[config.mk]
export PLATFORM = sky130hd
export DESIGN_NAME = bba_bit_find
export DESIGN_NICKNAME = d
export VERILOG_FILES = /design/src/design/bitmap_block_allocator_top_assert.svh /design/src/design/bba_pkg.sv /design/src/design/bba_bit_find.sv
export SDC_FILE = /design/constraint.sdc
export NUM_CORES = 1
export LEC_CHECK = 0
export BUFFER_PORTS_ARGS = -buffer_cell sky130_fd_sc_hd__buf_4
export CAP_MARGIN = 40
export CORE_AREA = 2 2 55 57
export DETAILED_ROUTE_END_ITERATION = 10
export DIE_AREA = 0 0 57 59
export PLACE_DENSITY = 0.91
export SYNTH_ARGS = -nofsm -noshare
export SYNTH_HDL_FRONTEND = slang
export SYNTH_SLANG_ARGS = --single-unit
[constraint.sdc]
create_clock -name vclk -period 3.6
set_clock_uncertainty 0.15 [all_clocks]
set_input_delay 0.18 -clock vclk [all_inputs]
set_output_delay 0.18 -clock vclk [all_outputs]
set_load 0.03 [all_outputs]
[src/design/bitmap_block_allocator_top_assert.svh]
// ----------------------------------------------------------------------------
// bitmap_block_allocator_top_assert.svh
// Assertion macros for the allocator RTL.
// ----------------------------------------------------------------------------
`ifndef BITMAP_BLOCK_ALLOCATOR_TOP_ASSERT_SVH
`define BITMAP_BLOCK_ALLOCATOR_TOP_ASSERT_SVH

// Same-cycle implication, checked out of reset.
`define BBA_ASSERT_IMP(label, ante, cons) \
    label: assert property (@(posedge i_clk) disable iff (!i_rst_n) \
        (ante) |-> (cons)) else $error("bba: implication check failed");

// Next-cycle implication, checked out of reset.
`define BBA_ASSERT_NXT(label, ante, cons) \
    label: assert property (@(posedge i_clk) disable iff (!i_rst_n) \
        (ante) |=> (cons)) else $error("bba: next-cycle check failed");

`endif

[src/design/bba_pkg.sv]
// ----------------------------------------------------------------------------
// bba_pkg
// Types, sizes and codes of the free-block bitmap allocator.
// ----------------------------------------------------------------------------
`default_nettype none

package bba_pkg;

    // Map geometry
    localparam int NUM_BLOCKS      = 16384;
    localparam int MAP_BLOCK_BYTES = 512;
    localparam int WORD_BITS       = 64;
    localparam int NUM_WORDS       = NUM_BLOCKS / WORD_BITS;
    localparam int GROUP_WORDS     = 16;
    localparam int NUM_GROUPS      = NUM_WORDS / GROUP_WORDS;

    localparam int BIT_W     = $clog2(WORD_BITS);
    localparam int WADDR_W   = $clog2(NUM_WORDS);
    localparam int GRP_IDX_W = $clog2(GROUP_WORDS);
    localparam int GROUP_W   = $clog2(NUM_GROUPS);
    localparam int NW_W      = WADDR_W + 1;
    localparam int MAP_SHIFT = $clog2(8 * MAP_BLOCK_BYTES);

    // Field widths
    localparam int ID_W  = 14;
    localparam int LIM_W = 15;
    localparam int MB_W  = 2;
    localparam int ST_W  = 2;

    // Request codes
    localparam logic REQ_ALLOC = 1'b0;
    localparam logic REQ_FREE  = 1'b1;

    // Status codes
    localparam logic [ST_W-1:0] ST_OK        = 2'd0;
    localparam logic [ST_W-1:0] ST_NONE_FREE = 2'd1;
    localparam logic [ST_W-1:0] ST_RANGE     = 2'd2;

    localparam logic [LIM_W-1:0] LIMIT_RESET = 15'd16384;

    typedef struct packed {
        logic            req_type;
        logic [ID_W-1:0] block_id;
    } t_in_item;

    typedef struct packed {
        logic [ID_W-1:0] granted_block;
        logic [MB_W-1:0] map_block;
        logic [ST_W-1:0] status;
    } t_out_item;

    // Summary update from the control FSM
    typedef struct packed {
        logic               en;
        logic [WADDR_W-1:0] word;
        logic               has_free;
    } t_sum_upd;

    // Summary lookup results back to the control FSM
    typedef struct packed {
        logic               grp_hit;
        logic [WADDR_W-1:0] hit_word;
        logic               word_valid;
    } t_sum_stat;

endpackage

`default_nettype wire

[src/design/bba_bit_find.sv]
// ----------------------------------------------------------------------------
// bba_bit_find
// Lowest set bit of one bitmap word.
// ----------------------------------------------------------------------------
`default_nettype none

module bba_bit_find (
    input  wire logic [bba_pkg::WORD_BITS-1:0] i_bits,
    output      logic                         o_found,
    output      logic [bba_pkg::BIT_W-1:0]     o_index
);
    import bba_pkg::*;

    logic [WORD_BITS-1:0] low;

    // Isolate the lowest set bit, then encode the one-hot result
    always_comb begin
        low     = i_bits & (~i_bits + WORD_BITS'(1));
        o_index = '0;
        for (int k = 0; k < WORD_BITS; k++) begin
            if (low[k]) begin
                o_index = o_index | BIT_W'(k);
            end
        end
    end

    assign o_found = |i_bits;

endmodule

`default_nettype wire

Word-level counts from Yosys, hierarchy flattened
Index checks and enable logic that the tools add are counted.
- bitwise operators: 2
- add/subtract/negate cells: 1
- muxes and demuxes: 63
- reduce and logical (&&, ||, !) cells: 1
- operators by type and width (operator ; count):
    $mux W6 ; 32
    $mux W5 ; 16
    $add A64 B1 Y64 const B ; 1
    $and A64 B64 Y64 ; 1
    $not A64 Y64 ; 1
    $reduce_or A64 Y1 ; 1
    $mux W4 ; 8
    $mux W3 ; 4
    $mux W2 ; 2
    $mux W1 ; 1
- register bits after elaboration: 0
- logic and storage cells: 67

Longest topological paths before layout
- depth after elaboration: 66
- mapped depth: 9
- mapped depth without buffers: 7

Least setup slack after synthesis
Ideal clock, no wire load.
- path type: input to output
- start: input i_bits[11] (netlist bit)
- end: output o_index[2] (netlist bit)
- required time: 3.270 ns
- cell stages on the path: 8
- setup slack: 0.660 ns
- data arrival time: 2.610 ns
- buffers on the path: 1
- cell sequence: or4_4 -> or4b_1 -> buf_2 -> nor4_4 -> nand2_2 -> o32a_1 -> and2_0 -> nand4b_1
- cells in the longest elaborated chain, start to end: 55
- ends and longest elaborated chain (element ; RTL line ; text):
    from (decl) ; bba_bit_find.sv:8 ; input wire logic [bba_pkg::WORD_BITS-1:0] i_bits,
    $not A64 Y64 (*) ; bba_bit_find.sv:18 ; low = i_bits & (~i_bits + WORD_BITS'(1));
    $add A64 B1 Y64 (*) ; bba_bit_find.sv:18 ;
    $and A64 B64 Y64 (*) ; bba_bit_find.sv:18 ;
    $mux W4 (4 in series) ; bba_bit_find.sv:21 ; if (low[k]) begin
    $mux W5 (16 in series) ; bba_bit_find.sv:21 ;
    $mux W6 (31 in series) ; bba_bit_find.sv:21 ;
    $mux W6 (*) ; bba_bit_find.sv:21 ;
    to (decl) ; bba_bit_find.sv:10 ; output logic [bba_pkg::BIT_W-1:0] o_index
Mark *: on every way between the ends. The rest lies on a longest branch, timed or not.

Worst setup path after layout
- start: input i_bits[11] (netlist bit)
- end: output o_index[5] (netlist bit)
- cells in the longest elaborated chain, start to end: 35
- ends and longest elaborated chain (element ; RTL line):
    $not A64 Y64 (*) ; bba_bit_find.sv:18
    $add A64 B1 Y64 (*) ; bba_bit_find.sv:18
    $and A64 B64 Y64 (*) ; bba_bit_find.sv:18
    $mux W6 (31 in series) ; bba_bit_find.sv:21
    $mux W6 (*) ; bba_bit_find.sv:21
Marked as above.

==> flow_summary.yaml <==
cells_and_area:
  area_growth_pct: 49.44
  final_nets: 347
  fillerInstances: 272
  register_area_um2: 0
  drive_gt1_frac: 0.2989
  antenna_cells: 0
  flops_and_latches: 0
  clkbuf_count: 0
sta:
  fin_crit_ns: 3.251
  max_freq_mhz: 307.6
  holdWs_ns: 0.5678
  slew_viol_final: 0
  worstMarginPinSlew_ns: 0.6610
  period_share: 0.9030
  hold_violations: 0
  rsz0062_at_grt: "no"
  setup_viol: 0
  slew_headroom: 0.5552
  fin_tns_setup_ns: 0
die:
  rows: 19
  initial_utilization: 0.4566
  dieArea_um2: 3363
  num_io_pins: 71
  core_area_um2: 2710
  die_y_um: 59
  dieWidth_um: 57
pwr:
  pwr-share-seq: 0
  p_leak_nw: 0.7309
  power_switching_mw: 0.06185
  p_comb_frac: 1.000
  p_sw_frac: 0.4805
  vdd_drop_max_uv: 60.81
  power_density_nw_per_um2: 69.61
  clock_power_share: 0
  p_int_mw: 0.06687
worst_hold_path:
  holdCritPathClass: "in -> out"
job:
  maxCapViolations: 0
drt:
  wire_per_inst_um: 15.61
  drc_errors: 0
  dr.first_iter.drc_count: 96
  drt_pass1_iterations: 4
  antenna_left: 0
  vias: 2021
  drt-total-wl_um: 4870
  viasPerCell: 6.478
logic_synthesis:
  synth-seq-area-share: 0
  ys_warn_count: 0
  syn_area_per_cell_um2: 6.007
  synth_cell_type_count: 49
  syn_inst: 206
  syn-num-nets: 270
  synthesis.area_um2: 1237
grt:
  grt_pass1_vias: 1838
  grt_pass1_wl_um: 7935
  grt_usage: 0.2853
  grt_max_degree: 11
  antenna_found_initial: 0
  gr-total-overflow: 0
setup_path:
  start_kind: "input port"
  arrival_ns: 2.92
  crit_fanout: 6
  critical_path_required_ns: 3.27
  crit_type: "in -> out"
  worst_setup_path_end_kind: "output port"
cts:
  cts_resized: 0
  post_cts_buffers: 0
  cts_hold_buffers: 0
place:
  gp_congestion: 1.060
  post-dp-hpwl_um: 4195
  port_buffers: 71
outcome:
  status: "finished clean"
-- final timing paths --
check	startpoint	end	slack (ns)	cells after the start
worst max-delay path	i_bits[11]	o_index[5]	0.35	9
worst min-delay path	i_bits[63]	o_found	0.57	4
-- layer usage --
| layer | share of wire | wire length [um] | GRT usage | up-vias |
|---|---|---|---|---|
| li1 | - | - | - | 1005 |
| met1 | 0.42 | 2032 | 0.3783 | 905 |
| met5 | 0 | 0 | 0 | - |
| met4 | 0.014 | 69 | 0.04651 | 0 |
| met2 | 0.49 | 2378 | 0.5140 | 103 |
| met3 | 0.080 | 389 | 0.02402 | 8 |
-- layout make-up --
class | count | area (um^2) | share of cell area
well taps | 31 | 38.79 | 0.02097
multi-input cells | 195 | 1191 | 0.6441
repair buffers | 79 | 593.1 | 0.3207
inverters | 7 | 26.28 | 0.01421
-- worst max-delay path: stages --
cell	delay, ns
buf_4	0.12
or4_4	0.55
or4b_1	0.57
nor4_4	0.46
nand2_2	0.17
o41ai_2	0.46
nor4_1	0.14
nand4_1	0.12
buf_4	0.16
-- kinds of logic (layout without fill, tap and decap cells) --
group / after synthesis / count (layout) / share of synthesized area
compound gates: 54 / 54 / 0.3195
simple gates: 141 / 141 / 0.6431
buf+inv: 11 / 86 / 0.03742
-- placed cells by master (no fill, tap or decap), drive strengths merged, types with 2 or more instances in the layout --
cell type,instances
a211oi,3
nand2,15
a31oi,4
a32oi,2
nor2,32
nand3,9
a32o,2
nor4,15
buf,79
nor2b,4
o21a,2
o31ai,2
a2111oi,2
o32ai,2
inv,7
o41ai,2
o311a,2
or3,7
a21oi,13
o21bai,2
nor3,20
nand4b,7
and2,5
o2111a,2
nor4b,3
nor3b,5
nand4,11
o21ai,7
-- synthesized netlist by cell type (3+ instances only) --
library cell / instances / share of area
and2_1: 4 / 0.020
nor4_1: 14 / 0.071
nand3_1: 9 / 0.036
nand2_1: 14 / 0.042
a31oi_1: 4 / 0.020
o21ai_0: 7 / 0.028
nand4_1: 11 / 0.056
a21oi_1: 13 / 0.053
nor3_1: 20 / 0.081
nor2b_1: 4 / 0.020
nor3b_1: 5 / 0.030
nand4b_1: 7 / 0.050
nor2_1: 32 / 0.097
a211oi_1: 3 / 0.018
or3_1: 7 / 0.035
inv_1: 7 / 0.021
nor4b_1: 3 / 0.021
-- metrics by stage --
step                cell area [um^2]  worst slack (ns)  total power [mW]  cells    util
finish                          1849            0.3492            0.1287    312  0.6824
global route                    1849            0.2053            0.1402    312  0.6824
detailed placement              1849            0.3770            0.1268    312  0.6824
floorplan                       1237            0.6597           0.03927    206       -
global placement                1849            0.3935            0.1253    312  0.6824
CTS                             1849            0.3630            0.1273    312  0.6824
-- power groups by stage --
stage / registers, mW / clock network (mW) / logic [mW]
finish: 0 / 0 / 0.129
detailed placement: 0 / 0 / 0.127
CTS: 0 / 0 / 0.127
global route: 0 / 0 / 0.140
floorplan: 0 / 0 / 0.0393
global placement: 0 / 0 / 0.125
Note: power is estimated with default switching activity, not from simulation.
