[src/design/bitmap_block_allocator_top_assert.svh]
// ----------------------------------------------------------------------------
// bitmap_block_allocator_top_assert.svh
// Assertion macros for the allocator RTL.
// ----------------------------------------------------------------------------
`ifndef BITMAP_BLOCK_ALLOCATOR_TOP_ASSERT_SVH
`define BITMAP_BLOCK_ALLOCATOR_TOP_ASSERT_SVH

// Same-cycle implication, checked out of reset.
`define BBA_ASSERT_IMP(label, ante, cons) \
    label: assert property (@(posedge i_clk) disable iff (!i_rst_n) \
        (ante) |-> (cons)) else $error("bba: implication check failed");

// Next-cycle implication, checked out of reset.
`define BBA_ASSERT_NXT(label, ante, cons) \
    label: assert property (@(posedge i_clk) disable iff (!i_rst_n) \
        (ante) |=> (cons)) else $error("bba: next-cycle check failed");

`endif

[src/design/bba_pkg.sv]
// ----------------------------------------------------------------------------
// bba_pkg
// Types, sizes and codes of the free-block bitmap allocator.
// ----------------------------------------------------------------------------
`default_nettype none

package bba_pkg;

    // Map geometry
    localparam int NUM_BLOCKS      = 16384;
    localparam int MAP_BLOCK_BYTES = 512;
    localparam int WORD_BITS       = 64;
    localparam int NUM_WORDS       = NUM_BLOCKS / WORD_BITS;
    localparam int GROUP_WORDS     = 16;
    localparam int NUM_GROUPS      = NUM_WORDS / GROUP_WORDS;

    localparam int BIT_W     = $clog2(WORD_BITS);
    localparam int WADDR_W   = $clog2(NUM_WORDS);
    localparam int GRP_IDX_W = $clog2(GROUP_WORDS);
    localparam int GROUP_W   = $clog2(NUM_GROUPS);
    localparam int NW_W      = WADDR_W + 1;
    localparam int MAP_SHIFT = $clog2(8 * MAP_BLOCK_BYTES);

    // Field widths
    localparam int ID_W  = 14;
    localparam int LIM_W = 15;
    localparam int MB_W  = 2;
    localparam int ST_W  = 2;

    // Request codes
    localparam logic REQ_ALLOC = 1'b0;
    localparam logic REQ_FREE  = 1'b1;

    // Status codes
    localparam logic [ST_W-1:0] ST_OK        = 2'd0;
    localparam logic [ST_W-1:0] ST_NONE_FREE = 2'd1;
    localparam logic [ST_W-1:0] ST_RANGE     = 2'd2;

    localparam logic [LIM_W-1:0] LIMIT_RESET = 15'd16384;

    typedef struct packed {
        logic            req_type;
        logic [ID_W-1:0] block_id;
    } t_in_item;

    typedef struct packed {
        logic [ID_W-1:0] granted_block;
        logic [MB_W-1:0] map_block;
        logic [ST_W-1:0] status;
    } t_out_item;

    // Summary update from the control FSM
    typedef struct packed {
        logic               en;
        logic [WADDR_W-1:0] word;
        logic               has_free;
    } t_sum_upd;

    // Summary lookup results back to the control FSM
    typedef struct packed {
        logic               grp_hit;
        logic [WADDR_W-1:0] hit_word;
        logic               word_valid;
    } t_sum_stat;

endpackage

`default_nettype wire

[src/design/bba_summary.sv]
// ----------------------------------------------------------------------------
// bba_summary
// Per-word free summary and written flags, with a one-group search step.
// ----------------------------------------------------------------------------
`default_nettype none

module bba_summary (
    input  wire logic                       i_clk,
    input  wire logic                       i_rst_n,
    input  wire logic [bba_pkg::GROUP_W-1:0] i_grp,
    input  wire logic [bba_pkg::NW_W-1:0]    i_num_words,
    input  wire logic [bba_pkg::WADDR_W-1:0] i_vld_word,
    input  wire bba_pkg::t_sum_upd          i_upd,
    output      bba_pkg::t_sum_stat         o_stat
);
    import bba_pkg::*;

    logic [NUM_WORDS-1:0]   r_sum;
    logic [NUM_WORDS-1:0]   r_vld;
    logic [GROUP_WORDS-1:0] grp_bits;
    logic [GROUP_WORDS-1:0] elig;
    logic [GROUP_WORDS-1:0] cand;
    logic [GROUP_WORDS-1:0] low;
    logic [GRP_IDX_W-1:0]   idx;

    // Summary bits: set means the word still holds a free block.
    // A word never written reads as all free.
    always_ff @(posedge i_clk) begin
        if (!i_rst_n) begin
            r_sum <= '1;
            r_vld <= '0;
        end else if (i_upd.en) begin
            r_sum[i_upd.word] <= i_upd.has_free;
            r_vld[i_upd.word] <= 1'b1;
        end
    end

    // Lowest eligible word with free blocks inside the current group
    always_comb begin
        logic [WADDR_W-1:0] wk;
        wk       = '0;
        grp_bits = r_sum[i_grp*GROUP_WORDS +: GROUP_WORDS];
        for (int k = 0; k < GROUP_WORDS; k++) begin
            wk      = {i_grp, GRP_IDX_W'(k)};
            elig[k] = ({1'b0, wk} < i_num_words);
        end
        cand = grp_bits & elig;
        low  = cand & (~cand + GROUP_WORDS'(1));
        idx  = '0;
        for (int k = 0; k < GROUP_WORDS; k++) begin
            if (low[k]) begin
                idx = idx | GRP_IDX_W'(k);
            end
        end
    end

    assign o_stat.grp_hit    = |cand;
    assign o_stat.hit_word   = {i_grp, idx};
    assign o_stat.word_valid = r_vld[i_vld_word];

endmodule

`default_nettype wire

[config.mk]
export PLATFORM = sky130hd
export DESIGN_NAME = bba_summary
export DESIGN_NICKNAME = d
export VERILOG_FILES = /design/src/design/bitmap_block_allocator_top_assert.svh /design/src/design/bba_pkg.sv /design/src/design/bba_summary.sv
export SDC_FILE = /design/constraint.sdc
export NUM_CORES = 1
export LEC_CHECK = 0
export BUFFER_PORTS_ARGS = -buffer_cell sky130_fd_sc_hd__buf_2
export CAP_MARGIN = 20
export CELL_PAD_IN_SITES_DETAIL_PLACEMENT = 1
export CELL_PAD_IN_SITES_GLOBAL_PLACEMENT = 1
export CORE_ASPECT_RATIO = 1.25
export CORE_MARGIN = 5
export CORE_UTILIZATION = 40
export CTS_CLUSTER_SIZE = 28
export DETAILED_ROUTE_END_ITERATION = 7
export PLACE_DENSITY = 0.73
export SLEW_MARGIN = 25
export SYNTH_ARGS = -nofsm -noshare
export SYNTH_HDL_FRONTEND = slang
export SYNTH_SLANG_ARGS = --single-unit
[constraint.sdc]
create_clock -name i_clk -period 3 [get_ports i_clk]
set_clock_uncertainty 0.2 [all_clocks]
set_input_delay 0.15 -clock i_clk [delete_from_list [all_inputs] [get_ports i_clk]]
set_output_delay 0.15 -clock i_clk [all_outputs]
set_load 0.01 [all_outputs]
Word level (Yosys, flattened, before mapping):

Index checks and enable logic that the tools add are counted.

* register bits: 512
* output and inout port bits: 10
* logic and storage cells: 49

* add/subtract/negate cells: 1
* $lt $le $gt $ge: 19
* shifts and indexed selects: 1
* multiplexer cells: 20
* bitwise gates (word level): 4
* reduce and logical (&&, ||, !) cells: 2

Operators with widths (count)
* bitwise mux 256 bit: 1
* OR 256 bit: 1
* indexed part select 256 x 9 -> 16 bit: 1
* < comparator 8 x 9 -> 1 bit: 16
* AND 16 bit: 2
* 2-to-1 mux 4 bit: 8
* < comparator 8 x 9 -> 1 bit (second input constant): 2
* adder 16 x 1 -> 16 bit (second input constant): 1
* NOT 16 bit: 1
* OR reduction 16 bit: 1
* 2-to-1 mux 3 bit: 4
* binary-select mux 1 bit (select 8 bit): 1
* demux 1 bit (select 8 bit): 1
* greater-or-equal comparator 8 x 1 -> 1 bit (second input constant): 1
* 2-to-1 mux 2 bit: 2
* 2-to-1 mux 1 bit: 3
* logical AND 1 bit: 1

Logic depth before layout (Yosys ltp):

Gate-level depths: netlist of run 1.

* depth in word-level cells: 20
* gate-level depth with buffers: 13

Worst setup path before layout of run 1:

Ideal clock, no wire load.

* path type: input to output
* start point: input i_grp[0] (netlist name)
* end point: output o_stat[9] (netlist name)
* data arrival time: 2560 ps
* data required time: 2650 ps
* slack: 90 ps
* stages on the path: 12
* path through: buf_6 buf_12 clkbuf_8 inv_1 ha_1 nor2b_1 o21ai_0 and2_1 a21boi_0 nor4_1 nand3_1 or4_1

RTL lines
* from (decl): RTL line bba_summary.sv:10 `input wire logic [bba_pkg::GROUP_W-1:0] i_grp,`
* to (decl): RTL line bba_summary.sv:14 `output bba_pkg::t_sum_stat o_stat`

==> results.py, run 1 <==
metrics = {
    "global_route": {
        "grt_antenna_before_repair": 2,
        "grt-ovfl-total": 0,
        "gr-usage-all-layers": 0.2483,
        "grt_pass1_wl_um": 119200,
        "grt_pass1_vias": 20020,
        "grt_max_degree": 89,
    },
    "sta": {
        "tightest_slew_ps": 736.4,
        "worst_slack_ps": -396.0,
        "holdWs_ps": 122.5,
        "max_freq_mhz": 294.5,
        "drv_slew": 0,
        "min_period_ps": 3396,
        "finalSetupViolCount": 6,
        "grt_setup_unrepaired": "true",
        "maxSlewHeadroom": 0.5081,
        "hold_violations": 0,
        "period_share": 1.132,
    },
    "synth": {
        "synth_fa_ha_area_frac": 0.002801,
        "synth.net_count": 2433,
        "synth_warnings": 0,
        "synth_top_family_by_area": "simple AND/OR/NAND/NOR gates",
        "synth_edf_count": 0,
        "synth_cells": 2395,
        "muxShareOfSynthArea": 0.1543,
        "yosys.area_share.simple": 0.1722,
        "ys_seq_area_frac": 0.4589,
        "syn_area_per_cell_um2": 9.327,
        "synth_area_um2": 22340,
        "ys.flop_type": "dfxtp_1",
        "synth-compound-area-share": 0.1653,
        "ys_ff_latch": 512,
        "synthArstFlopShare": 0,
        "synthXorXnorAreaFrac": 0,
        "synth_cell_types": 53,
    },
    "power_and_ir_drop": {
        "ir_worst_vdd_v": 0.0003624,
        "p_leak_nw": 8.560,
        "powerDensity_nw_per_um2": 560.5,
    },
    "die": {
        "dieWidth_um": 221.4,
        "coreArea_um2": 55130,
        "die_height_um": 274.2,
        "die_area_um2": 60700,
        "std_cell_rows": 96,
        "pin_count": 43,
        "start_util": 0.4052,
    },
    "final_layout": {
        "nNetsFinal": 2438,
        "area_delta_synth_final_pct": 15.23,
        "nFillCells": 6151,
        "multi_input_area_um2": 11230,
        "regArea_um2": 10260,
        "layout-drive-gt1-share": 0.1780,
    },
    "route": {
        "viasPerCell": 5.917,
        "wl_per_cell_um": 24.17,
        "routed_wl_um": 76720,
        "dr_total_vias": 18780,
        "ant_nets": 0,
        "drt_iter0_markers": 1537,
        "drc_errors": 0,
        "drt-pass1-iter-count": 5,
    },
    "clock_tree": {
        "clockBufferDepth": 3,
        "cts_tree": "built",
        "clk_latency_ps": 600,
        "cts_buffers": 51,
        "path_clk_slew_ps": 60,
        "cts_root_buffer": "clkbuf_16",
        "cts.sinks": 512,
        "htreeDepth": 2,
    },
    "worst_setup_path": {
        "worst-path-max-fanout": 2,
        "required_ps": 2650,
        "cp_common_cell": "mux4_2",
        "slowest_delay_ps": 540,
        "crit_arrival_ps": 3050,
        "start_kind": "flip-flop",
        "cp_cell_sequence": "mux4_2 -> mux4_2 -> o211ai_1 -> buf_4 -> nand3_4 -> or4_4 -> buf_6",
        "worst-r2r-cell-count": 2,
        "critical_path_class": "flip-flop to primary output",
        "slowest_stage": "or4_4",
        "endpoint_kind": "primary output",
    },
    "place": {
        "gp_congestion": 0.8995,
        "dpl.hpwl_um": 51820,
        "dpl_worst_slack_ps": -334.9,
        "port_buffers": 42,
    },
    "status": {
        "failed_checks": "setup timing",
        "status": "finished, violations left",
    },
    "min_path": {
        "holdPathStages": 5,
        "hp-class": "input pin to flip-flop",
    },
    "job": {
        "maxCapViolCount": 0,
    },
}
-- routing by layer --
metal / track usage / wire length (um)
met1: 0.2960 / 30550
met2: 0.4373 / 38400
met3: 0.03330 / 3238
met4: 0.1316 / 4528
met5: 0 / 0
-- report_power, final --
part,switching [mW],internal (mW),total (mW)
Combinational,0.627,0.348,0.976
Clock,2.79,3.84,6.63
Sequential,0.00993,6.81,6.82
-- layout make-up --
cell class | count | share of cell area
repair buffers | 184 | 0.06193
clock inverters | 14 | 0.006854
diodes | 1 | 0.00009722
flip-flops and latches | 512 | 0.3986
multi-input cells | 1643 | 0.4363
inverters | 8 | 0.001215
well taps | 735 | 0.03573
clock buffers | 77 | 0.05930
-- cells by family (layout without fill, tap and decap cells) --
logic type | Yosys count | after routing
adders and majority gates | 5 | 5
and+or+nand+nor | 893 | 893
other | 0 | 1
buffers and inverters | 240 | 283
AOI/OAI and AO/OA | 583 | 583
DFF | 512 | 512
muxes | 162 | 162
-- per-stage QoR --
| step | std cells | area (um^2) | setup TNS [ps] | total power, mW | util |
|---|---|---|---|---|---|
| 2_1_floorplan | 2395 | 22340 | 0 | 7.516 | - |
| 3_3_place_gp | 3078 | 23770 | -761.8 | 7.893 | 0.4311 |
| 4_1_cts | 3172 | 25630 | -1941 | 14.51 | 0.4649 |
| 5_1_grt | 3173 | 25740 | -2084 | 14.87 | 0.4668 |
| 6_report | 3174 | 25740 | -1633 | 14.43 | 0.4669 |
| 3_5_place_dp | 3078 | 23770 | -1065 | 7.916 | 0.4311 |
-- layout by cell type (no fill, tap or decap), types with 5 or more instances in the layout --
master     instances
mux2i_1           16
clkbuf_1          13
buf_12            20
mux4_1             8
nor3b_1            6
nor2b_1           19
buf_4            120
ha_1               5
o21ai_0          267
o21a_1           257
clkbuf_8          12
a211oi_2           5
dfxtp_2            7
inv_1              6
a211oi_1           6
buf_2             33
nor3_1             5
mux4_2           135
nand3_1          279
nand2_1          291
nor2_1           270
a21oi_1           10
dfxtp_1          505
clkbuf_16         53
buf_6              7
clkinv_2           9
-- synthesized netlist by cell type (7+ instances only) --
cell type	number	area [um^2]
buf_4	17	127.6
a211oi_1	11	82.58
mux2i_1	18	180.2
nor3b_1	7	52.55
nand2_1	292	1096
nor2b_1	19	118.9
mux4_1	9	236.5
nor2_1	270	1013
dfxtp_1	512	10250
o21a_1	257	1929
clkbuf_1	187	701.9
mux4_2	134	3018
nand3_1	281	1406
buf_1	7	26.28
inv_1	7	26.28
buf_2	15	75.07
o21ai_0	269	1346
a21oi_1	12	60.06
-- worst paths after layout --
| check | start | to | slack, ps |
|---|---|---|---|
| max | r_sum[111] | o_stat[9] | -400 |
| min | i_upd[7] | r_sum[195] | 120 |
| max reg2reg | r_sum[212] | r_sum[212] | 2050 |
| min reg2reg | r_vld[147] | r_vld[147] | 260 |
-- flip-flops by register name, indices dropped and copies added (netlist names) --
register	flops
r_sum	256
r_vld	256
-- timing repair --
item                                    in CTS  in global routing
endpoints found under the setup margin       6                  6
endpoints found under the hold margin      137                  0
pin swaps                                    9                  6
resized for setup                           32                 22
hold buffers                                 2                  0
setup buffers                                2                  2
-- critical path: cells and delay by family (launching register included) --
| family | cells | cell delay (ps) |
|---|---|---|
| buf+inv | 2 | 320 |
| simple gates | 2 | 630 |
| mux | 2 | 1010 |
| flops | 1 | 320 |
| compound gates | 1 | 150 |
Note: power is estimated with default switching activity, not from simulation.
==> inputs of run 2 (changes only) <==
- CAP_MARGIN: 20 -> 10
- GPL_TIMING_DRIVEN: not set -> 0
==> results.py, run 2 (synthesized netlist as in run 1, its figures left out) <==
metrics = {
    "status": {
        "status": "finished, violations left",
        "failed_checks": "setup timing",
    },
    "global_route": {
        "grt_pass1_wl_um": 158600,
        "grt-ovfl-total": 0,
        "grt_pass1_vias": 21290,
        "grt_antenna_before_repair": 13,
        "grt_max_degree": 14,
        "gr-usage-all-layers": 0.3653,
    },
    "die": {
        "die_height_um": 274.2,
        "std_cell_rows": 96,
        "start_util": 0.4052,
        "dieWidth_um": 221.4,
        "die_area_um2": 60700,
        "pin_count": 43,
        "coreArea_um2": 55130,
    },
    "sta": {
        "tightest_slew_ps": 1227,
        "max_freq_mhz": 283.6,
        "maxSlewHeadroom": 0.1819,
        "period_share": 1.175,
        "hold_violations": 0,
        "finalSetupViolCount": 6,
        "grt_setup_unrepaired": "true",
        "min_period_ps": 3526,
        "drv_slew": 0,
        "worst_slack_ps": -525.9,
    },
    "route": {
        "dr_total_vias": 21000,
        "drc_errors": 0,
        "viasPerCell": 6.373,
        "routed_wl_um": 113700,
        "drt_iter0_markers": 2295,
        "ant_nets": 0,
        "drt-pass1-iter-count": 5,
        "wl_per_cell_um": 34.50,
    },
    "worst_setup_path": {
        "path_buf_inv": 1,
        "critical_path_class": "flip-flop to primary output",
        "crit_arrival_ps": 3180,
        "slowest_delay_ps": 580,
        "endpoint_kind": "primary output",
        "cp_common_cell": "mux4_2",
        "worst-path-max-fanout": 3,
        "required_ps": 2650,
        "path_delay_family": "multiplexers",
        "cp_cell_sequence": "mux4_2 -> mux4_2 -> o211ai_1 -> nand3_2 -> or4_4 -> buf_6",
        "slowest_stage": "or4_4",
        "start_kind": "flip-flop",
    },
    "clock_tree": {
        "cts.sinks": 512,
        "clk_latency_ps": 600,
        "clockBufferDepth": 3,
        "cts_buffers": 53,
        "htreeDepth": 2,
        "cts_tree": "built",
        "cts_root_buffer": "clkbuf_16",
        "path_clk_slew_ps": 70,
    },
    "final_layout": {
        "final_cell_mix": "499 x dfxtp_1, 292 x nand2_1, 279 x nand3_1",
        "nNetsFinal": 2551,
        "layout_commonest_cell": "dfxtp_1",
        "reg_top3": "r_sum x256, r_vld x256",
        "stdcell_count": 3295,
        "area_delta_synth_final_pct": 16.47,
        "layout-drive-gt1-share": 0.1578,
    },
    "job": {
        "maxCapViolCount": 0,
    },
    "place": {
        "dpl.cell_count": 3167,
        "dpl.hpwl_um": 85100,
        "gp_congestion": 1.030,
        "port_buffers": 34,
    },
    "min_path": {
        "hp-class": "input pin to flip-flop",
    },
    "power_and_ir_drop": {
        "ir_worst_vdd_v": 0.0004524,
        "total_power_mw": 15.12,
        "p_leak_nw": 8.484,
        "powerDensity_nw_per_um2": 581.1,
    },
}
-- run 2: cell types whose count changed in the layout (fill, tap and decap cells not counted), sizes merged --
cell	previous run	this run
bufinv	4	8
diode	1	6
clkbuf	78	266
dlygate4sd3	2	11
clkinvlp	1	2
clkinv	10	11
buf	181	94
-- run 2: final timing paths --
check                                start    endpoint  slack, ps  depth (start not counted)
worst max-delay path            r_sum[207]   o_stat[9]       -530                          6
worst min-delay path              i_upd[9]   r_vld[99]         50                          6
worst max register to register   r_sum[86]   r_sum[86]       1900                          2
worst min register to register  r_vld[163]  r_vld[163]        260                          1
-- run 2: layout make-up --
| class | instances | area [um^2] |
|---|---|---|
| well taps | 735 | 919.6 |
| fillers | 6272 | 29120 |
| inverters | 8 | 35.03 |
| flip-flops and latches | 512 | 10280 |
| repair buffers | 63 | 481.7 |
| multi-input cells | 1643 | 11280 |
| diodes | 6 | 15.01 |
| clock inverters | 20 | 317.8 |
| plain buffers | 232 | 1141 |
| clock buffers | 76 | 1543 |
-- run 2: worst reg2reg max path, delay by kind of cell (launching register included) --
kind / cells / cell delay, ps
DFF: 1 / 540
AOI/OAI and AO/OA: 1 / 170
and+or+nand+nor: 1 / 140
-- run 2: per-stage QoR --
stage,worst slack [ps],hold WS [ps],cell area (um^2),util,TNS [ps]
after floorplan,90.34,191.8,22340,-,0
after global placement,-1914,240.6,23430,0.4249,-6310
after detailed placement,-1303,248.6,23510,0.4265,-5938
after CTS,-474.4,1.915,25900,0.4698,-2319
after global routing,-547.3,56.08,26000,0.4716,-2789
final,-525.9,47.86,26020,0.4719,-2621
-- run 2: timing repair --
item                                    in CTS  in global routing
endpoints found under the setup margin       6                  6
gates resized for setup                     85                 31
setup buffers                               15                  2
pin swaps                                    8                  6
endpoints found under the hold margin       32                  0
hold buffers                                11                  0
-- run 2: report_power, final --
| group | switching, mW | internal, mW | leakage, nW |
|---|---|---|---|
| Sequential | 0.0140 | 6.81 | 4.13 |
| Clock | 2.96 | 4.26 | 0.921 |
| Combinational | 0.783 | 0.299 | 3.43 |
| Total | 3.76 | 11.4 | 8.48 |
-- run 2: routing by layer --
layer | wire, um | global-route usage | share of wire | vias up
met2 | 51420 | 0.5916 | 0.45 | 1096
met5 | 38 | 0 | 0.00033 | -
li1 | - | - | - | 8741
met4 | 11270 | 0.2828 | 0.099 | 6
met1 | 41970 | 0.4279 | 0.37 | 10760
met3 | 8983 | 0.07035 | 0.079 | 400
